### src/rtl/core/bth_pkg.sv
`timescale 1ns / 1ps
// ----------------------------------------------------------------------------
// bth_pkg
// Shared types, constants and helpers for the tile halving downsampler.
// ----------------------------------------------------------------------------
package bth_pkg;

  // Geometry
  localparam int TILE_SIDE = 64;
  localparam int HALF      = TILE_SIDE / 2;
  localparam int PART_W    = 2 * HALF;
  localparam int DATA_W    = 64;
  localparam int NUM_W     = 6;
  localparam int CLASS_W   = 2;
  localparam int POS_W     = $clog2(4 * TILE_SIDE);
  localparam int ROW_W     = POS_W - 2;

  // Queue between front and back
  localparam int QDEPTH    = 2;
  localparam int QPTR_W    = $clog2(QDEPTH);
  localparam int QCNT_W    = $clog2(QDEPTH + 1);

  // Quadrant and tile class codes
  typedef enum logic [CLASS_W-1:0] {
    CLS_FREE    = 2'd0,
    CLS_BLOCKED = 2'd1,
    CLS_MIXED   = 2'd2
  } class_t;

  // One classified quadrant row
  typedef struct packed {
    logic [HALF-1:0] bits;
    logic            right;
    logic            mark_free;
    logic            mark_blocked;
  } entry_t;

  // OR adjacent pixel pairs of one quadrant row
  function automatic logic [HALF-1:0] halve_row(input logic [PART_W-1:0] v);
    logic [HALF-1:0] r;
    for (int n = 0; n < HALF; n++) begin
      r[n] = v[2*n] | v[2*n+1];
    end
    return r;
  endfunction

endpackage

### src/rtl/core/bth_if.sv
`timescale 1ns / 1ps
// ----------------------------------------------------------------------------
// bth_in_if / bth_out_if
// Valid/ready channels for quadrant rows in and halved rows out.
// ----------------------------------------------------------------------------
interface bth_in_if;
  logic                         valid;
  logic                         ready;
  logic [bth_pkg::CLASS_W-1:0]  quadrant_class;
  logic [bth_pkg::DATA_W-1:0]   source_row;

  modport source (output valid, quadrant_class, source_row, input ready);
  modport sink   (input valid, quadrant_class, source_row, output ready);
endinterface

interface bth_out_if;
  logic                         valid;
  logic                         ready;
  logic [bth_pkg::DATA_W-1:0]   halved_row;
  logic [bth_pkg::NUM_W-1:0]    row_number;
  logic [bth_pkg::CLASS_W-1:0]  tile_class;
  logic                         last_row;

  modport source (output valid, halved_row, row_number, tile_class, last_row,
                  input ready);
  modport sink   (input valid, halved_row, row_number, tile_class, last_row,
                  output ready);
endinterface

### src/rtl/core/bth_front.sv
`timescale 1ns / 1ps
// ----------------------------------------------------------------------------
// bth_front
// Accepts quadrant rows, halves them and sets the class marks.
// ----------------------------------------------------------------------------
module bth_front (
  input  logic            clk,
  input  logic            rst_n,
  bth_in_if.sink          in_ch,
  output logic            push_valid,
  input  logic            push_ready,
  output bth_pkg::entry_t push_data
);
  import bth_pkg::*;

  logic              right_r;
  logic              right_nxt;
  logic [PART_W-1:0] used_bits;
  logic              accept;

  assign in_ch.ready = push_ready;
  assign push_valid  = in_ch.valid;
  assign accept      = in_ch.valid & push_ready;
  assign used_bits   = in_ch.source_row[PART_W-1:0];

  // Classify the row and build its contribution
  always_comb begin
    push_data.right = right_r;
    case (in_ch.quadrant_class)
      CLS_FREE: begin
        push_data.bits         = '0;
        push_data.mark_free    = 1'b1;
        push_data.mark_blocked = 1'b0;
      end
      CLS_BLOCKED: begin
        push_data.bits         = '1;
        push_data.mark_free    = 1'b0;
        push_data.mark_blocked = 1'b1;
      end
      default: begin
        // mixed, and the unused code treated as mixed
        push_data.bits         = halve_row(used_bits);
        push_data.mark_free    = ~&used_bits;
        push_data.mark_blocked = |used_bits;
      end
    endcase
  end

  // Alternate left and right quadrant on each transaction
  assign right_nxt = accept ? ~right_r : right_r;

  always_ff @(posedge clk) begin
    if (!rst_n) begin
      right_r <= 1'b0;
    end else begin
      right_r <= right_nxt;
    end
  end

endmodule

### src/rtl/core/bth_queue.sv
`timescale 1ns / 1ps
// ----------------------------------------------------------------------------
// bth_queue
// Short register queue between the front and the back.
// ----------------------------------------------------------------------------
module bth_queue (
  input  logic            clk,
  input  logic            rst_n,
  input  logic            push_valid,
  output logic            push_ready,
  input  bth_pkg::entry_t push_data,
  output logic            pop_valid,
  input  logic            pop_ready,
  output bth_pkg::entry_t pop_data
);
  import bth_pkg::*;

  entry_t            slot_r [QDEPTH];
  logic [QPTR_W-1:0] wr_ptr_r, wr_ptr_nxt;
  logic [QPTR_W-1:0] rd_ptr_r, rd_ptr_nxt;
  logic [QCNT_W-1:0] count_r, count_nxt;
  logic              do_push, do_pop;

  assign push_ready = (count_r != QCNT_W'(QDEPTH));
  assign pop_valid  = (count_r != '0);
  assign pop_data   = slot_r[rd_ptr_r];
  assign do_push    = push_valid & push_ready;
  assign do_pop     = pop_valid & pop_ready;

  // Advance pointers and occupancy
  always_comb begin
    wr_ptr_nxt = wr_ptr_r;
    rd_ptr_nxt = rd_ptr_r;
    count_nxt  = count_r;
    if (do_push) begin
      wr_ptr_nxt = (wr_ptr_r == QPTR_W'(QDEPTH - 1)) ? '0 : wr_ptr_r + 1'b1;
    end
    if (do_pop) begin
      rd_ptr_nxt = (rd_ptr_r == QPTR_W'(QDEPTH - 1)) ? '0 : rd_ptr_r + 1'b1;
    end
    case ({do_push, do_pop})
      2'b10:   count_nxt = count_r + 1'b1;
      2'b01:   count_nxt = count_r - 1'b1;
      default: count_nxt = count_r;
    endcase
  end

  always_ff @(posedge clk) begin
    if (!rst_n) begin
      wr_ptr_r <= '0;
      rd_ptr_r <= '0;
      count_r  <= '0;
    end else begin
      wr_ptr_r <= wr_ptr_nxt;
      rd_ptr_r <= rd_ptr_nxt;
      count_r  <= count_nxt;
    end
  end

  // Store payload
  always_ff @(posedge clk) begin
    if (do_push) begin
      slot_r[wr_ptr_r] <= push_data;
    end
  end

`ifndef NO_ASSERTIONS
  a_count_bound: assert property (@(posedge clk) disable iff (!rst_n)
    count_r <= QCNT_W'(QDEPTH))
    else $error("queue occupancy above depth");

  a_ptr_gap: assert property (@(posedge clk) disable iff (!rst_n)
    (count_r == '0) |-> (wr_ptr_r == rd_ptr_r))
    else $error("empty queue with pointers apart");

  a_count_step: assert property (@(posedge clk) disable iff (!rst_n)
    (do_push && !do_pop) |=> (count_r == $past(count_r) + 1'b1))
    else $error("push without pop did not grow the queue");
`endif

endmodule

### src/rtl/core/bth_back.sv
`timescale 1ns / 1ps
// ----------------------------------------------------------------------------
// bth_back
// Merges four classified rows into one halved row and tracks the tile class.
// ----------------------------------------------------------------------------
module bth_back (
  input  logic            clk,
  input  logic            rst_n,
  input  logic            pop_valid,
  output logic            pop_ready,
  input  bth_pkg::entry_t pop_data,
  bth_out_if.source       out_ch
);
  import bth_pkg::*;

  logic [POS_W-1:0]   pos_r, pos_nxt;
  logic [PART_W-1:0]  partial_r, partial_nxt;
  logic               saw_free_r, saw_free_nxt;
  logic               saw_blocked_r, saw_blocked_nxt;
  logic               out_valid_r, out_valid_nxt;
  logic [PART_W-1:0]  out_row_r;
  logic [ROW_W-1:0]   out_num_r;
  class_t             out_class_r;
  logic               out_last_r;

  logic [PART_W-1:0]  contrib;
  logic [PART_W-1:0]  merged;
  logic [ROW_W-1:0]   row;
  logic               completes, last, take;
  logic               free_all, blocked_all;
  class_t             tile_cls;

  assign completes = (pos_r[1:0] == 2'b11);
  assign row       = pos_r[POS_W-1:2];
  assign last      = (row == ROW_W'(TILE_SIDE - 1));
  assign pop_ready = ~completes | ~out_valid_r | out_ch.ready;
  assign take      = pop_valid & pop_ready;

  // Place the contribution in its half and merge
  assign contrib = pop_data.right ? {pop_data.bits, {HALF{1'b0}}}
                                  : {{HALF{1'b0}}, pop_data.bits};
  assign merged      = partial_r | contrib;
  assign free_all    = saw_free_r | pop_data.mark_free;
  assign blocked_all = saw_blocked_r | pop_data.mark_blocked;

  // Resolve the tile class from the marks
  always_comb begin
    case ({free_all, blocked_all})
      2'b11:   tile_cls = CLS_MIXED;
      2'b10:   tile_cls = CLS_FREE;
      default: tile_cls = CLS_BLOCKED;
    endcase
  end

  // Advance accumulation state
  always_comb begin
    pos_nxt         = pos_r;
    partial_nxt     = partial_r;
    saw_free_nxt    = saw_free_r;
    saw_blocked_nxt = saw_blocked_r;
    out_valid_nxt   = out_valid_r & ~out_ch.ready;
    if (take) begin
      saw_free_nxt    = free_all;
      saw_blocked_nxt = blocked_all;
      partial_nxt     = merged;
      pos_nxt         = pos_r + 1'b1;
      if (completes) begin
        partial_nxt   = '0;
        out_valid_nxt = 1'b1;
        if (last) begin
          pos_nxt         = '0;
          saw_free_nxt    = 1'b0;
          saw_blocked_nxt = 1'b0;
        end
      end
    end
  end

  always_ff @(posedge clk) begin
    if (!rst_n) begin
      pos_r         <= '0;
      partial_r     <= '0;
      saw_free_r    <= 1'b0;
      saw_blocked_r <= 1'b0;
      out_valid_r   <= 1'b0;
    end else begin
      pos_r         <= pos_nxt;
      partial_r     <= partial_nxt;
      saw_free_r    <= saw_free_nxt;
      saw_blocked_r <= saw_blocked_nxt;
      out_valid_r   <= out_valid_nxt;
    end
  end

  // Load the output register on a finished row
  always_ff @(posedge clk) begin
    if (take && completes) begin
      out_row_r   <= merged;
      out_num_r   <= row;
      out_last_r  <= last;
      out_class_r <= last ? tile_cls : CLS_FREE;
    end
  end

  assign out_ch.valid      = out_valid_r;
  assign out_ch.halved_row = DATA_W'(out_row_r);
  assign out_ch.row_number = NUM_W'(out_num_r);
  assign out_ch.tile_class = out_class_r;
  assign out_ch.last_row   = out_last_r;

`ifndef NO_ASSERTIONS
  a_last_number: assert property (@(posedge clk) disable iff (!rst_n)
    (out_valid_r && out_last_r) |-> (out_num_r == ROW_W'(TILE_SIDE - 1)))
    else $error("last row flagged on wrong row number");

  a_class_only_last: assert property (@(posedge clk) disable iff (!rst_n)
    (out_valid_r && !out_last_r) |-> (out_class_r == CLS_FREE))
    else $error("tile class set on a row that is not last");

  a_no_overwrite: assert property (@(posedge clk) disable iff (!rst_n)
    (out_valid_r && !out_ch.ready) |-> !(take && completes))
    else $error("finished row overwrote a pending result");

  a_marks_clear: assert property (@(posedge clk) disable iff (!rst_n)
    (take && completes && last) |=> (!saw_free_r && !saw_blocked_r && pos_r == '0))
    else $error("tile state not cleared after last row");
`endif

endmodule

### src/rtl/core/binary_tile_halving_downsampler.sv
`timescale 1ns / 1ps
// ----------------------------------------------------------------------------
// binary_tile_halving_downsampler
// Halves a 2x2 group of blocked/free bitmap tiles into one tile, row by row.
// ----------------------------------------------------------------------------
//  channel  | dir | payload                                          | handshake
//  in_ch    | in  | quadrant_class[1:0], source_row[63:0]            | valid/ready
//  out_ch   | out | halved_row[63:0], row_number[5:0], tile_class,   | valid/ready
//           |     | last_row                                         |
//
//  One quadrant row is taken per cycle unless the queue is full; a result
//  appears after every fourth. A transaction passes the front in its accept
//  cycle, is registered in the two-entry queue, and the merged row is then
//  registered in the output stage, which drives out_ch.valid.
//  Synchronous active-low reset clears the queue, counters and class marks.
//  A stalled output blocks only the row that completes a result; the queue
//  absorbs short stalls before in_ch.ready drops.
// ----------------------------------------------------------------------------
module binary_tile_halving_downsampler (
  input  logic      clk,
  input  logic      rst_n,
  bth_in_if.sink    in_ch,
  bth_out_if.source out_ch
);
  import bth_pkg::*;

  logic   push_valid, push_ready;
  entry_t push_data;
  logic   pop_valid, pop_ready;
  entry_t pop_data;

  bth_front u_front (
    .clk        (clk),
    .rst_n      (rst_n),
    .in_ch      (in_ch),
    .push_valid (push_valid),
    .push_ready (push_ready),
    .push_data  (push_data)
  );

  bth_queue u_queue (
    .clk        (clk),
    .rst_n      (rst_n),
    .push_valid (push_valid),
    .push_ready (push_ready),
    .push_data  (push_data),
    .pop_valid  (pop_valid),
    .pop_ready  (pop_ready),
    .pop_data   (pop_data)
  );

  bth_back u_back (
    .clk       (clk),
    .rst_n     (rst_n),
    .pop_valid (pop_valid),
    .pop_ready (pop_ready),
    .pop_data  (pop_data),
    .out_ch    (out_ch)
  );

endmodule
### src/flat_wrapper.sv
// flat-port wrapper written by rule: the top's interface ports become plain ports
module binary_tile_halving_downsampler_flat import bth_pkg::*;
  (clk, rst_n, in_ch_valid, in_ch_quadrant_class, in_ch_source_row, in_ch_ready, out_ch_valid, out_ch_halved_row, out_ch_row_number, out_ch_tile_class, out_ch_last_row, out_ch_ready);
  bth_in_if in_ch_i ();
  bth_out_if out_ch_i ();
  input  logic clk;
  input  logic rst_n;
  input wire logic [$bits(in_ch_i.valid)-1:0] in_ch_valid;
  input wire logic [$bits(in_ch_i.quadrant_class)-1:0] in_ch_quadrant_class;
  input wire logic [$bits(in_ch_i.source_row)-1:0] in_ch_source_row;
  output wire logic [$bits(in_ch_i.ready)-1:0] in_ch_ready;
  output wire logic [$bits(out_ch_i.valid)-1:0] out_ch_valid;
  output wire logic [$bits(out_ch_i.halved_row)-1:0] out_ch_halved_row;
  output wire logic [$bits(out_ch_i.row_number)-1:0] out_ch_row_number;
  output wire logic [$bits(out_ch_i.tile_class)-1:0] out_ch_tile_class;
  output wire logic [$bits(out_ch_i.last_row)-1:0] out_ch_last_row;
  input wire logic [$bits(out_ch_i.ready)-1:0] out_ch_ready;
  assign in_ch_i.valid = in_ch_valid;
  assign in_ch_i.quadrant_class = in_ch_quadrant_class;
  assign in_ch_i.source_row = in_ch_source_row;
  assign in_ch_ready = in_ch_i.ready;
  assign out_ch_valid = out_ch_i.valid;
  assign out_ch_halved_row = out_ch_i.halved_row;
  assign out_ch_row_number = out_ch_i.row_number;
  assign out_ch_tile_class = out_ch_i.tile_class;
  assign out_ch_last_row = out_ch_i.last_row;
  assign out_ch_i.ready = out_ch_ready;
  binary_tile_halving_downsampler u_core (.clk(clk), .rst_n(rst_n), .in_ch(in_ch_i), .out_ch(out_ch_i));
endmodule
### config.mk
export PLATFORM = sky130hd
export DESIGN_NAME = binary_tile_halving_downsampler_flat
export DESIGN_NICKNAME = d
export VERILOG_FILES = /design/src/rtl/core/bth_pkg.sv /design/src/rtl/core/bth_if.sv /design/src/rtl/core/bth_front.sv /design/src/rtl/core/bth_queue.sv /design/src/rtl/core/bth_back.sv /design/src/rtl/core/binary_tile_halving_downsampler.sv /design/src/flat_wrapper.sv
export SDC_FILE = /design/constraint.sdc
export NUM_CORES = 1
export LEC_CHECK = 0
export ABC_CLOCK_PERIOD_IN_PS = 7400
export BUFFER_PORTS_ARGS = -buffer_cell sky130_fd_sc_hd__buf_2
export CAP_MARGIN = 10
export CORE_AREA = 2 2 123 125
export DETAILED_ROUTE_END_ITERATION = 7
export DIE_AREA = 0 0 125 127
export PLACE_DENSITY = 0.83
export SLEW_MARGIN = 20
export SYNTH_ARGS = -nofsm -noshare
export SYNTH_HDL_FRONTEND = slang
export SYNTH_SLANG_ARGS = --single-unit
### constraint.sdc
create_clock -name clk -period 7.4 [get_ports clk]
set_input_delay 1.48 -clock clk [delete_from_list [all_inputs] [get_ports clk]]
set_output_delay 1.48 -clock clk [all_outputs]
set_load 0.05 [all_outputs]
; Word-level counts from Yosys, hierarchy flattened
; Memory sizes are Yosys's and may differ from the RTL's. A register that Yosys moved wholly into a read port is not among the register bits.
; Cells that the tools add are included.
[classes]
addsub = 5
n_eq_ne = 8
n_mux = 20
bitwise_logic = 44
reduce_logical = 7
[ops]
columns = cell, count
row1 = 2-to-1 mux 64 bit, 2
row2 = bitwise OR 64 bit, 1
row3 = one-hot mux 32 bit (2 select lines), 1
row4 = AND reduction 64 bit, 1
row5 = OR reduction 64 bit, 1
row6 = bitwise OR 1 bit, 36
row7 = 2-to-1 mux 8 bit, 2
row8 = 2-to-1 mux 1 bit, 12
row9 = one-hot mux 2 bit (2 select lines), 3
row10 = "adder 8 x 1 -> 8 bit, second input constant", 1
row11 = "equality test 2 bit, second input constant", 4
row12 = "equality test 6 bit, second input constant", 1
row13 = "equality test 2 x 1 -> 1 bit, second input constant", 2
row14 = inverter 1 bit, 4
row15 = nonzero test 2 bit, 2
row16 = AND 1 bit, 3
row17 = "adder 1 bit, second input constant", 2
row18 = "adder 2 x 1 -> 2 bit, second input constant", 1
row19 = logical NOT 2 bit, 1
row20 = "inequality test 2 bit, second input constant", 1
row21 = "subtractor 2 x 1 -> 2 bit, second input constant", 1
row22 = logical AND 1 bit, 1
row23 = logical NOT 1 bit, 1
[totals]
ff_bits = 153
ram_bits = 70
inputBits = 70
output_inout_bits = 75
word_cells = 98
mem_count = 1
[memory_table]
columns = name, words, word_bits, rd, rd_ports_with_merged_regs, write_ports, line
row1 = u_core.u_queue.slot_r, 2, 35, 1, 1, 1, bth_queue.sv:18  ; entry_t slot_r [QDEPTH];

; Longest topological paths before layout
; Gate-level depths: netlist of run 1.
[depth]
depth_word = 7
mapped_depth = 7
ltp_nobuf = 5

; Cells and area by module
; A second synthesis of run 1 with hierarchy kept.
[unflattened]
cells_unflattened = 762
hier_area_um2 = 9072.5
[modules_own_cells]
columns = mod, n_inst, cells_each, area_each_um2, seq_area_each_um2
row1 = bth_back, 1, 513, 5719.2, 3693.5
row2 = bth_queue, 1, 133, 2751.4, 2202.1
row3 = bth_front, 1, 116, 601.8, 20.0

; Worst setup path after synthesis of run 1
; No wires, ideal clock.
[synth_timing]
path_kind = input to register
from = input out_ch_ready
to = register u_core.u_back.pos_r[4]
setup_time_ns = 0.072
arrival_ns = 5.053
t_required_ns = 7.328
path_slack_ns = 2.275
cell_stages = 4
path_buffers = 0
cell_sequence = nor2b_1 -> nor3_2 -> and3_1 -> mux2i_1
[synth_between]
elab_chain_len = 2
[synth_rtl]
columns = element, line
row1 = start: declaration, flat_wrapper.sv:17  ; input wire logic [$bits(out_ch_i.ready)-1:0] out_ch_ready;
row2 = bitwise OR 1 bit, bth_back.sv:36  ; assign pop_ready = ~completes | ~out_valid_r | out_ch.ready;
row3 = AND 1 bit, bth_back.sv:37  ; assign take = pop_valid & pop_ready;
row4 = end signal: assignment, bth_back.sv:87  ; pos_r <= pos_nxt;
row5 = end: declaration, bth_back.sv:16  ; logic [POS_W-1:0] pos_r, pos_nxt;
; No other way between the ends.
; A chain may end at the register's enable or synchronous reset.

; Worst setup path in the final report of run 1
[layout_timing]
from = register u_core.u_queue.count_r[0]
to = output in_ch_ready
[layout_between]
elab_chain_len = 1
[layout_rtl]
columns = element, line
row1 = start: declaration, bth_queue.sv:21  ; logic [QCNT_W-1:0] count_r, count_nxt;
row2 = start signal: assignment, bth_queue.sv:56  ; count_r <= count_nxt;
row3 = inequality test 2 bit, bth_queue.sv:24  ; assign push_ready = (count_r != QCNT_W'(QDEPTH));
row4 = end: declaration, flat_wrapper.sv:11  ; output wire logic [$bits(in_ch_i.ready)-1:0] in_ch_ready;
; No other way between the ends.

==> reports/qor.yml, run 1 <==
cts:
  cts_tree: "yes"
  post_cts_resized: 0
  clock_tree.htree_level_count: 1
  max-clock-path-buffers: 3
  clock-root-buffer: "clkbuf_16"
  clock_sink_count: 224
  postCtsHoldBufs: 0
  clkLatencyLatePin_ns: 0.50
  clk_pin_slew_ns: 0.06
  post-cts-setup-buffer-count: 0
  numCtsBuffers: 21
timing:
  setup_repair_after_global_routing_missed_its_margin: "false"
  timing.final.crit_period_ns: 2.831
  final_min_period_over_clock_period_pct: 38.25
  fin_worst_skew_ns: 0.02030
  max_slew.worst_pin.slew_ns: 1.023
  setup_viol: 0
  drv_slew: 0
  report.final.hold_viol_count: 0
  setup_tns_ns: 0
  max_clock_freq_ghz: 0.3533
  max_slew_margin_pct: 31.60
floorplanning:
  ioPinCount: 145
  fp.dieArea_um2: 15880
  dieWidth_um: 125
  starting_density_of_the_core_pct: 59.06
  number_of_core_rows: 44
  core_region_area_um2: 14420
  height_of_the_chip_um: 127
drt:
  postRouteAntennaNets: 0
  totalWireLength_um: 19150
  detail_route.wl_per_cell_um: 19.32
  post_drt_via_cell_ratio: 5.910
  detail_route.iter0.violations: 541
  drt_first_pass_iters: 5
  route.detailed.drc: 0
  route.vias.total: 5857
placement:
  dpl.cell_count: 953
  dp.final_hpwl_um: 12460
  io_buffers: 144
  gpl_wtd_cong: 0.8049
synthesis:
  syn-num-nets: 725
  postSynthRegisterBits: 224
  post_synth_instance_area_um2: 8519
  post_syn_area_per_cell_um2: 13.03
  synth.lib_cells_used.distinct: 41
  synthesis.yosys.warnings: 0
  netlist_instances: 654
  synth_sequential_area_ratio_pct: 69.44
power_and_ir_drop:
  leakagePower_uw: 0.004095
  power.density_cell_area_nw_per_um2: 346.5
  vdd_ir_drop_max_mv: 0.2358
critical_path:
  critPathLaunchType: "flip-flop"
  critical_path_launch_point: "u_core.u_queue.count_r[0]$_SDFFE_PN0P_"
  timing.critical_path.cells: "nand2b_1, buf_2"
  timing.critical_path.arrival_ns: 1.35
  crit_fanout: 5
  r2r_setup_slack_ns: 4.61
  crit_required_ns: 5.92
  crit_path_end_kind: "output port"
  worstSetupPathType: "flip-flop to output port"
  crit_path_top_delay_cell: "dfxtp_1"
  crit_path_max_incr_delay_ns: 0.40
grt:
  track_usage_pct: 23.45
  grt_pass1_vias: 5697
  initial_antenna_violation_count: 0
  grt_first_pass_wirelength_um: 29650
  grt_start_max_net_pins: 78
  globalRoute.totalOverflow: 0
outcome:
  status: "finished clean"
final_layout:
  most_used_cells_in_the_layout_excluding_fill_and_tap_cells: "144 x buf_2, 143 x edfxtp_1, 104 x nor2_1, 97 x a21oi_1, 80 x dfxtp_1"
  num_antenna_cells: 0
  final_nets: 864
  final_cell_count_no_fill: 991
  mostFrequentLayoutCell: "buf_2"
  layout-drive-gt1-share_pct: 28.38
  synthToLayoutAreaGrowth_pct: 18.34
min_path:
  min-delay-start: "u_core.u_back.partial_r[22]$_SDFFE_PN0P_"
  hold_class: "flip-flop to flip-flop"
flow_run:
  maxCapViolCount: 0
[worst max-delay path, delay by kind of cell (launching register included)]
kind / cells / cell delay [ns]
DFF: 1 / 0.40
and+or+nand+nor: 1 / 0.19
buffers and inverters: 1 / 0.29
[flip-flops by register name (all words and copies together) (netlist names), named ones only]
register / cells
u_core.u_back.pos_r: 7
u_core.u_back.out_ch.tile_class: 2
u_core.u_back.saw_blocked_r: 1
u_core.u_queue.rd_ptr_r: 1
u_core.u_back.out_ch.row_number: 6
u_core.u_back.partial_r: 64
u_core.u_back.out_ch.halved_row: 64
u_core.u_back.out_ch.last_row: 1
u_core.u_queue.slot_r: 70
u_core.u_front.right_r: 1
u_core.u_queue.wr_ptr_r: 1
u_core.u_back.saw_free_r: 1
u_core.u_queue.count_r: 2
u_core.u_back.out_ch.valid: 1
[report_power, final]
group	switching (uW)	internal, uW	total (uW)
Clock	438	621	1060
Sequential	108	1550	1660
Combinational	447	330	777
[Yosys cell counts]
master / instances / share of area, %
edfxtp_1: 143 / 50
nor2_1: 107 / 4.7
a21oi_1: 97 / 5.7
dfxtp_1: 81 / 19
a21o_1: 64 / 5.6
mux2_2: 34 / 4.5
nand4_1: 24 / 1.8
clkbuf_1: 14 / 0.62
buf_2: 9 / 0.53
and2_1: 6 / 0.44
buf_4: 6 / 0.53
nand2_1: 6 / 0.26
nor4_1: 6 / 0.44
xnor2_1: 6 / 0.62
nor3_1: 5 / 0.29
and3_1: 4 / 0.29
buf_6: 4 / 0.53
inv_1: 3 / 0.13
mux2i_1: 3 / 0.35
nand2b_1: 3 / 0.22
nand3_1: 3 / 0.18
a2bb2oi_1: 2 / 0.21
a31oi_1: 2 / 0.15
nor2b_1: 2 / 0.15
nor3_2: 2 / 0.23
o21ai_0: 2 / 0.12
xor2_1: 2 / 0.21
a21boi_0: 1 / 0.088
a21boi_2: 1 / 0.13
and3b_1: 1 / 0.10
and4_1: 1 / 0.10
ha_1: 1 / 0.15
mux2_4: 1 / 0.18
nand3b_1: 1 / 0.088
nor2_4: 1 / 0.13
nor3_4: 1 / 0.19
o21a_1: 1 / 0.088
o22ai_1: 1 / 0.073
o31ai_1: 1 / 0.088
or4_1: 1 / 0.088
xnor3_1: 1 / 0.26
[final timing paths]
kind / endpoint / cells after the start
hold / removal: u_core.u_back.partial_r[22]$_SDFFE_PN0P_ / 2
setup / recovery: in_ch_ready / 2
hold reg to reg: u_core.u_back.partial_r[22]$_SDFFE_PN0P_ / 2
setup reg to reg: u_core.u_back.partial_r[31]$_SDFFE_PN0P_ / 5
[area by class of cell]
cell class	instances	area, um2
Clock buffer	26	574.3
Multi-Input combinational cell	394	2462
Clock inverter	11	108.9
Fill cell	965	4342
Sequential cell	224	5917
Timing Repair Buffer	149	778.2
Tap cell	184	230.2
Inverter	3	11.26
[metal layers]
layer / track usage [%] / vias to the layer above / wire length, um
met2: 39.13 / 282 / 9320
met5: 0 / - / 0
met1: 32.04 / 2827 / 7864
li1: - / 2692 / -
met4: 7.974 / 0 / 578
met3: 3.518 / 56 / 1382
[logic make-up (layout without fill, tap and decap cells)]
logic type,after synthesis,after routing,share of synthesized area (%)
simple gates,174,174,9.693
xor+xnor,9,9,1.087
fa+ha+maj,1,1,0.1468
flops,224,224,69.44
buf+inv,36,189,2.335
mux,38,38,5.023
compound gates,172,172,12.28
[per-stage QoR]
step	total power [uW]	instance area, um2	util, %	worst slack [ns]	hold slack [ns]
after floorplan	2240	8519	-	2.275	0.4376
final	3493	10080	69.90	4.569	0.4731
after detailed placement	2425	9369	64.95	4.261	0.4571
after global routing	3637	10080	69.90	4.449	0.4851
after CTS	3484	10050	69.69	4.532	0.4715
after global placement	2385	9364	64.92	4.137	0.4485
Note: power is estimated with default switching activity, not from simulation.
==> run 2, diff against run 1 <==
Settings changed: ABC_AREA set to 1, ABC_CLOCK_PERIOD_IN_PS 7400 to 2300, CORE_AREA 2 2 123 125 to 2 2 135 137, DIE_AREA 0 0 125 127 to 0 0 137 139, PLACE_DENSITY 0.83 to 0.75.
Clock period 7.4 ns to 2.3 ns, I/O delays scaled along.
==> run 2 against run 1 <==
  * Cell count is 27% higher
  * Global-route usage fell by 4.5 points
  * Clock skew is 0.014 ns lower
  * Register-to-register slack worse by 4.2 ns
  * Sequential cell count did not move
  * Wire length shrank 6.2%
  * Clock power increased to 3.3 times the previous value
  * Critical path depth is 4 higher
==> reports/qor.yml, run 2 <==
synthesis:
  synth_edf_count: 143  # unchanged
  synth.lib_cells_used.distinct: 29  # -29%
  synthFlopType: "edfxtp_1"
  synth_commonest_cells: "169 x nor2_1, 143 x edfxtp_1, 120 x nand2_1, 95 x o21ai_0, 81 x dfxtp_1"
  synthesis.yosys.warnings: 0  # unchanged
  postSynthRegisterBits: 224  # unchanged
  main_area_contributors_after_synthesis: "edfxtp_1 48%, dfxtp_1 18%, nor2_1 7.2%"
  post_syn_area_per_cell_um2: 10.19  # -22%
  share_of_yosys_cell_area_claimed_by_the_top_area_cell_type_pct: 48.45  # -2.0 points
  ys_async_sr_fraction_pct: 0  # unchanged
  post_synth_instance_area_um2: 8864  # +4.0%
  netlist_instances: 870  # +33%
  syn-num-nets: 941  # +30%
  synth_top_cell_by_area: "edfxtp_1"
  synth.most_common_cell: "nor2_1"
  synth_sequential_area_ratio_pct: 66.74  # -2.7 points
cts:
  numCtsBuffers: 21  # unchanged
  cts_tree: "yes"
  clk_pin_slew_ns: 0.06  # about the same
  max-clock-path-buffers: 3  # unchanged
  clkLatencyLatePin_ns: 0.49  # about the same
  clock-root-buffer: "clkbuf_16"
  clock_sink_count: 224  # unchanged
  clock_tree.htree_level_count: 1  # unchanged
  postCtsHoldBufs: 0  # unchanged
  post_cts_resized: 0  # unchanged
  post-cts-setup-buffer-count: 0  # unchanged
critical_path:
  worstSetupPathType: "flip-flop to flip-flop"
  cpLargestDelayFamily: "simple AND/OR/NAND/NOR gates"
  critPathLaunchType: "flip-flop"
  r2r_setup_slack_ns: 0.39  # -4.22 ns
  r2r_cells: 6  # +1
  worst_r2r_endpoint: "u_core.u_back.out_ch.halved_row[32]$_DFFE_PP_"
  crit_path_max_incr_delay_ns: 0.39  # about the same
  crit_required_ns: 2.54  # -3.38 ns
  crit_path_end_kind: "flip-flop"
  crit_path_top_delay_cell: "inv_4"
  timing.critical_path.cells: "buf_4, nand2_1, nand2_2, inv_4, nor2_1, or2_2"
  crit_fanout: 31  # +26
  timing.critical_path.arrival_ns: 2.14  # +0.79 ns
  critPathBufInv: 2  # +1
final_layout:
  multi_input_comb_area_um2: 2550  # +3.6%
  largest_register_ff_count: 70  # unchanged
  most_flop_heavy_register: "u_core.u_queue.slot_r"
  num_antenna_cells: 0  # unchanged
  final.fill_count: 1444  # +50%
  register_area_um2: 5919  # about the same
  mostFrequentLayoutCell: "nor2_1"
  utilization_pct: 59.69  # -10 points
  most_used_cells_in_the_layout_excluding_fill_and_tap_cells: "167 x nor2_1, 144 x buf_2, 143 x edfxtp_1, 119 x nand2_1, 95 x o21ai_0"
  final_cell_count_no_fill: 1256  # +27%
  final_nets: 1084  # +25%
  layout-drive-gt1-share_pct: 22.20  # -6.2 points
  synthToLayoutAreaGrowth_pct: 18.90
power_and_ir_drop:
  vdd_ir_drop_max_mv: 0.6545  # +180%
  design_power_total_uw: 12940  # +270%
  leakagePower_uw: 0.004146  # +1.2%
  power.density_cell_area_nw_per_um2: 1228  # +250%
grt:
  grt_first_pass_wirelength_um: 28970  # -2.3%
  globalRoute.totalOverflow: 0  # unchanged
  grtUsageMet2_pct: 28.44  # -11 points
  grt_start_max_net_pins: 68  # -13%
  use_met1_pct: 29.27  # -2.8 points
  use_met3_pct: 2.266  # -1.3 points
  track_usage_pct: 18.99  # -4.5 points
  top_usage_layer: "met1"
  initial_antenna_violation_count: 0  # unchanged
  grt_pass1_vias: 5869  # +3.0%
timing:
  max_slew.worst_pin.slew_ns: 0.6476  # -0.3759 ns
  postLayoutSetupSlackWorst_ns: 0.3930  # -4.176 ns
  setup_tns_ns: 0  # unchanged
  max_clock_freq_ghz: 0.5244
  max_slew_margin_pct: 56.37  # +25 points
  final_min_period_over_clock_period_pct: 82.91
  report.final.hold_viol_count: 0  # unchanged
  fin_worst_skew_ns: 0.006513  # -0.01379 ns
  drv_slew: 0  # unchanged
  timing.final.crit_period_ns: 1.907
  setup_viol: 0  # unchanged
  setup_repair_after_global_routing_missed_its_margin: "false"
min_path:
  hold_depth: 4  # +2
  min_to: "u_core.u_back.out_ch.valid$_SDFF_PN0_"
  min-delay-start: "out_ch_ready"
  hold_class: "input port to flip-flop"
drt:
  postRouteAntennaNets: 0  # unchanged
  route.vias.total: 6317  # +7.9%
  totalWireLength_um: 17950  # -6.2%
  detail_route.iter0.violations: 534  # -1.3%
  post_drt_via_cell_ratio: 5.029  # -15%
  route.detailed.drc: 0  # unchanged
  detail_route.wl_per_cell_um: 14.29  # -26%
  drt_first_pass_iters: 5  # unchanged
placement:
  dp.final_hpwl_um: 12470  # about the same
  dpl.cell_count: 1219  # +28%
  place_ws_ns: 0.3919  # -3.870 ns
  gpl_wtd_cong: 0.7983  # -0.82%
  io_buffers: 144  # unchanged
floorplanning:
  fp.dieArea_um2: 19040  # +20%
  starting_density_of_the_core_pct: 50.20  # -8.9 points
  number_of_core_rows: 49  # +11%
  height_of_the_chip_um: 139  # +9.4%
  dieWidth_um: 137  # +9.6%
  ioPinCount: 145  # unchanged
  core_region_area_um2: 17660  # +22%
outcome:
  status: "finished clean"
flow_run:
  maxCapViolCount: 0  # unchanged
-- run 2: changes by cell type in the layout (fill, tap and decap cells not counted), moves of 20 or more --
cell     change
a21o_1      -63
a21oi_1     -20
inv_1       +45
mux2_2      -34
nand2_1    +113
nand4_1     -22
nor2_1      +63
o21ai_0     +93
or2_1       +30
or2_2       +33
-- run 2: cell type report --
cell class	count	share of cell area, %
multi-input combinational	558	24.20
tap	229	2.719
inverter	52	1.911
sequential	224	56.17
timing repair buffer	156	8.406
clock buffer	32	5.663
clock inverter	5	0.9379
-- run 2: cell families (layout without fill, tap and decap cells) --
logic type	count (synthesis)	count (layout)	share of synthesized area, %
XOR/XNOR	2	2	0.1977
AND/OR/NAND/NOR	371	371	17.86
buffers and inverters	88	245	4.574
flip-flops	224	224	66.74
adder cells (fa/ha/maj)	1	1	0.1411
AO/OA/AOI/OAI	184	184	10.49
-- run 2: worst max path at each step --
stage	startpoint	to	depth (start not counted)
floorplan	u_core.u_queue.count_r[0]$_SDFFE_PN0P_	u_core.u_queue.slot_r[1][0]$_DFFE_PP_	4
global route	flip-flop	u_core.u_back.out_ch.halved_row[32]$_DFFE_PP_	6
global placement	flip-flop	u_core.u_back.out_ch.halved_row[32]$_DFFE_PP_	6
detailed placement	flip-flop	u_core.u_back.out_ch.halved_row[32]$_DFFE_PP_	6
CTS	flip-flop	u_core.u_back.out_ch.halved_row[32]$_DFFE_PP_	6
finish	flip-flop	u_core.u_back.out_ch.halved_row[32]$_DFFE_PP_	6
-- run 2: worst reg2reg max path, stage by stage, from the launching register on --
cell and delay (ns):
dfxtp_1 0.33, buf_4 0.17, nand2_1 0.08, nand2_2 0.28
inv_4 0.39, nor2_1 0.11, or2_2 0.29
-- run 2: where the power goes --
part	leakage, uW	internal (uW)	switching (uW)	total (uW)
sequential	0.00198	5310	246	5560
combinational	0.00182	1230	2650	3890
clock	0.000338	2120	1380	3500
-- run 2: metrics by stage --
stage / hold WS [ns] / cell area [um2]
detailed placement: 0.4428 / 9843
finish: 0.2571 / 10540
global placement: 0.4365 / 9843
global route: 0.2954 / 10540
CTS: 0.2505 / 10540
floorplan: 0.4255 / 8876
-- run 2: routing by layer --
metal  wire, um  up-vias
met1       8662     2886
met5          0        -
met3        986       33
met2       7926      207
met4        378        0
li1           -     3191
==> run 3, diff against run 2 <==
Settings changed: ABC_AREA 1 to 0, ABC_CLOCK_PERIOD_IN_PS 2300 to 1800, CORE_AREA 2 2 135 137 to 2 2 127 129, DIE_AREA 0 0 137 139 to 0 0 129 131, PLACE_DENSITY 0.75 to 0.78.
Clock period 2.3 ns to 1.8 ns, I/O delays scaled along.
==> run 3 against run 2 <==
  * Clock skew rose by 0.021 ns
  * Largest power group unchanged
  * Setup slack worse by 0.28 ns
  * First-iteration DRC count decreased by 20%
  * Global-route usage up 3.4 points
  * Via count down 6.5%
  * Core utilization grew 6.7 points
  * Wire length increased by 8.6%
  * Die area is 11% lower
  * Clock-buffer cell count decreased by 9
  * Final area shrank 1.8%
==> reports/qor.yml, run 3 (synthesis gave the netlist of run 1 again) <==
critical_path:
  worstSetupPathType: "flip-flop to output port"
  crit-reg2reg-launch: "u_core.u_back.pos_r[0]$_SDFFE_PN0P_"
  worst_r2r_endpoint: "u_core.u_queue.count_r[0]$_SDFFE_PN0P_"
  crit_fanout: 5  # -84%
  crit_path_end_kind: "output port"
  timing.critical_path.cells: "nand2b_2, buf_2"
  crit_path_max_incr_delay_ns: 0.37  # -0.02 ns
  crit_required_ns: 1.44  # -1.10 ns
  timing.critical_path.arrival_ns: 1.32  # -0.82 ns
  r2r_setup_slack_ns: 0.12  # -0.28 ns
  critPathLaunchType: "flip-flop"
  r2r_cells: 5  # -1
  crit_path_top_delay_cell: "dfxtp_2"
timing:
  final_min_period_over_clock_period_pct: 93.59
  setup_viol: 0  # unchanged
  setup_repair_after_global_routing_missed_its_margin: "false"
  max_slew_margin_pct: 62.16  # +5.8 points
  max_slew.worst_pin.slew_ns: 0.5624  # -0.08517 ns
  postLayoutSetupSlackWorst_ns: 0.1154  # -0.2776 ns
  drv_slew: 0  # unchanged
  fin_worst_skew_ns: 0.02738  # +0.02086 ns
  report.final.hold_viol_count: 0  # unchanged
  timing.final.crit_period_ns: 1.685
  max_clock_freq_ghz: 0.5936
min_path:
  min-delay-start: "in_ch_quadrant_class[0]"
  hold_class: "input port to flip-flop"
  min_to: "u_core.u_queue.slot_r[0][1]$_DFFE_PP_"
  hold_depth: 2  # -2
final_layout:
  largest_register_ff_count: 70  # unchanged
  synthToLayoutAreaGrowth_pct: 21.50
  final.fill_count: 1105  # -23%
  layout-drive-gt1-share_pct: 30.10  # +7.9 points
  register_area_um2: 5923  # about the same
  final_nets: 880  # -19%
  most_flop_heavy_register: "u_core.u_queue.slot_r"
  mostFrequentLayoutCell: "buf_2"
  multi_input_comb_area_um2: 2467  # -3.2%
  most_used_cells_in_the_layout_excluding_fill_and_tap_cells: "144 x buf_2, 143 x edfxtp_1, 104 x nor2_1, 97 x a21oi_1, 77 x dfxtp_1"
  utilization_pct: 66.36  # +6.7 points
power_and_ir_drop:
  power.density_cell_area_nw_per_um2: 1405  # +14%
  vdd_ir_drop_max_mv: 0.8933  # +36%
  leakagePower_uw: 0.004197  # +1.2%
cts:
  clock_sink_count: 224  # unchanged
  clock_tree.htree_level_count: 1  # unchanged
  numCtsBuffers: 21  # unchanged
  clk_pin_slew_ns: 0.07  # about the same
  post_cts_resized: 0  # unchanged
  clkLatencyLatePin_ns: 0.51  # +0.02 ns
  cts_tree: "yes"
  clock-root-buffer: "clkbuf_16"
  post-cts-setup-buffer-count: 0  # unchanged
  max-clock-path-buffers: 3  # unchanged
  postCtsHoldBufs: 0  # unchanged
floorplanning:
  height_of_the_chip_um: 131  # -5.8%
  ioPinCount: 145  # unchanged
  starting_density_of_the_core_pct: 54.62  # +4.4 points
  number_of_core_rows: 46  # -6.1%
  core_region_area_um2: 15600  # -12%
  fp.dieArea_um2: 16900  # -11%
  dieWidth_um: 129  # -5.8%
drt:
  postRouteAntennaNets: 0  # unchanged
  drt_first_pass_iters: 5  # unchanged
  post_drt_via_cell_ratio: 5.676  # +13%
  detail_route.iter0.violations: 428  # -20%
  route.detailed.drc: 0  # unchanged
  detail_route.wl_per_cell_um: 18.73  # +31%
  route.vias.total: 5909  # -6.5%
  totalWireLength_um: 19500  # +8.6%
placement:
  io_buffers: 144  # unchanged
  dp.final_hpwl_um: 13050  # +4.7%
  gpl_wtd_cong: 0.8497  # +6.4%
  place_ws_ns: 0.03936  # -0.3526 ns
flow_run:
  maxCapViolCount: 0  # unchanged
grt:
  globalRoute.totalOverflow: 0  # unchanged
  track_usage_pct: 22.37  # +3.4 points
  initial_antenna_violation_count: 0  # unchanged
  grt_first_pass_wirelength_um: 28860  # -0.41%
  grt_pass1_vias: 5611  # -4.4%
  grt_start_max_net_pins: 65  # -4.4%
outcome:
  status: "finished clean"
[run 3: power by group]
| group | switching, uW | internal [uW] | total (uW) |
|---|---|---|---|
| Sequential | 319 | 6370 | 6690 |
| Clock | 1860 | 2460 | 4320 |
| Combinational | 2020 | 1510 | 3540 |
[run 3: critical path, delay by kind of cell (launching register included)]
family / cells / cell delay [ns]
flip-flops: 1 / 0.37
buffers and inverters: 1 / 0.28
AND/OR/NAND/NOR: 1 / 0.18
[run 3: worst max path at each step]
stage                                                      start                                             to  depth (start not counted)
after global placement                       in_ch_source_row[1]          u_core.u_queue.slot_r[0][0]$_DFFE_PP_                          5
final                     u_core.u_queue.count_r[0]$_SDFFE_PN0P_                                    in_ch_ready                          2
after detailed placement                     in_ch_source_row[1]          u_core.u_queue.slot_r[0][0]$_DFFE_PP_                          5
after floorplan            u_core.u_back.out_ch.valid$_SDFF_PN0_            u_core.u_back.pos_r[4]$_SDFFE_PN0P_                          4
after CTS                    u_core.u_back.pos_r[0]$_SDFFE_PN0P_  u_core.u_back.out_ch.halved_row[21]$_DFFE_PP_                          4
after global routing         u_core.u_back.pos_r[0]$_SDFFE_PN0P_            u_core.u_back.pos_r[5]$_SDFFE_PN0P_                          6
[run 3: area by class of cell]
cell class	count	area share [%]
timing repair buffer	165	9.694
inverter	3	0.1088
multi-input combinational	394	23.84
clock inverter	15	1.354
tap	216	2.611
antenna	1	0.02417
clock buffer	23	5.149
sequential	224	57.22
[run 3: routing by layer]
metal	vias up	routed length (um)	global-route usage, %
met5	-	0	0
met4	0	534	8.504
met3	40	1308	3.583
met2	274	9832	39.22
met1	2873	7824	28.22
li1	2722	-	-
[run 3: per-stage QoR]
stage | area [um2] | TNS (ns) | power [uW] | std cells | hold slack (ns)
floorplan | 8559 | -81.42 | 9241 | 654 | 0.4376
global placement | 9648 | -0.01758 | 10030 | 1000 | 0.4487
detailed placement | 9648 | 0 | 10220 | 1000 | 0.4553
CTS | 10320 | 0 | 14530 | 1038 | 0.1978
global route | 10350 | 0 | 15120 | 1040 | 0.2088
finish | 10350 | 0 | 14540 | 1041 | 0.1999
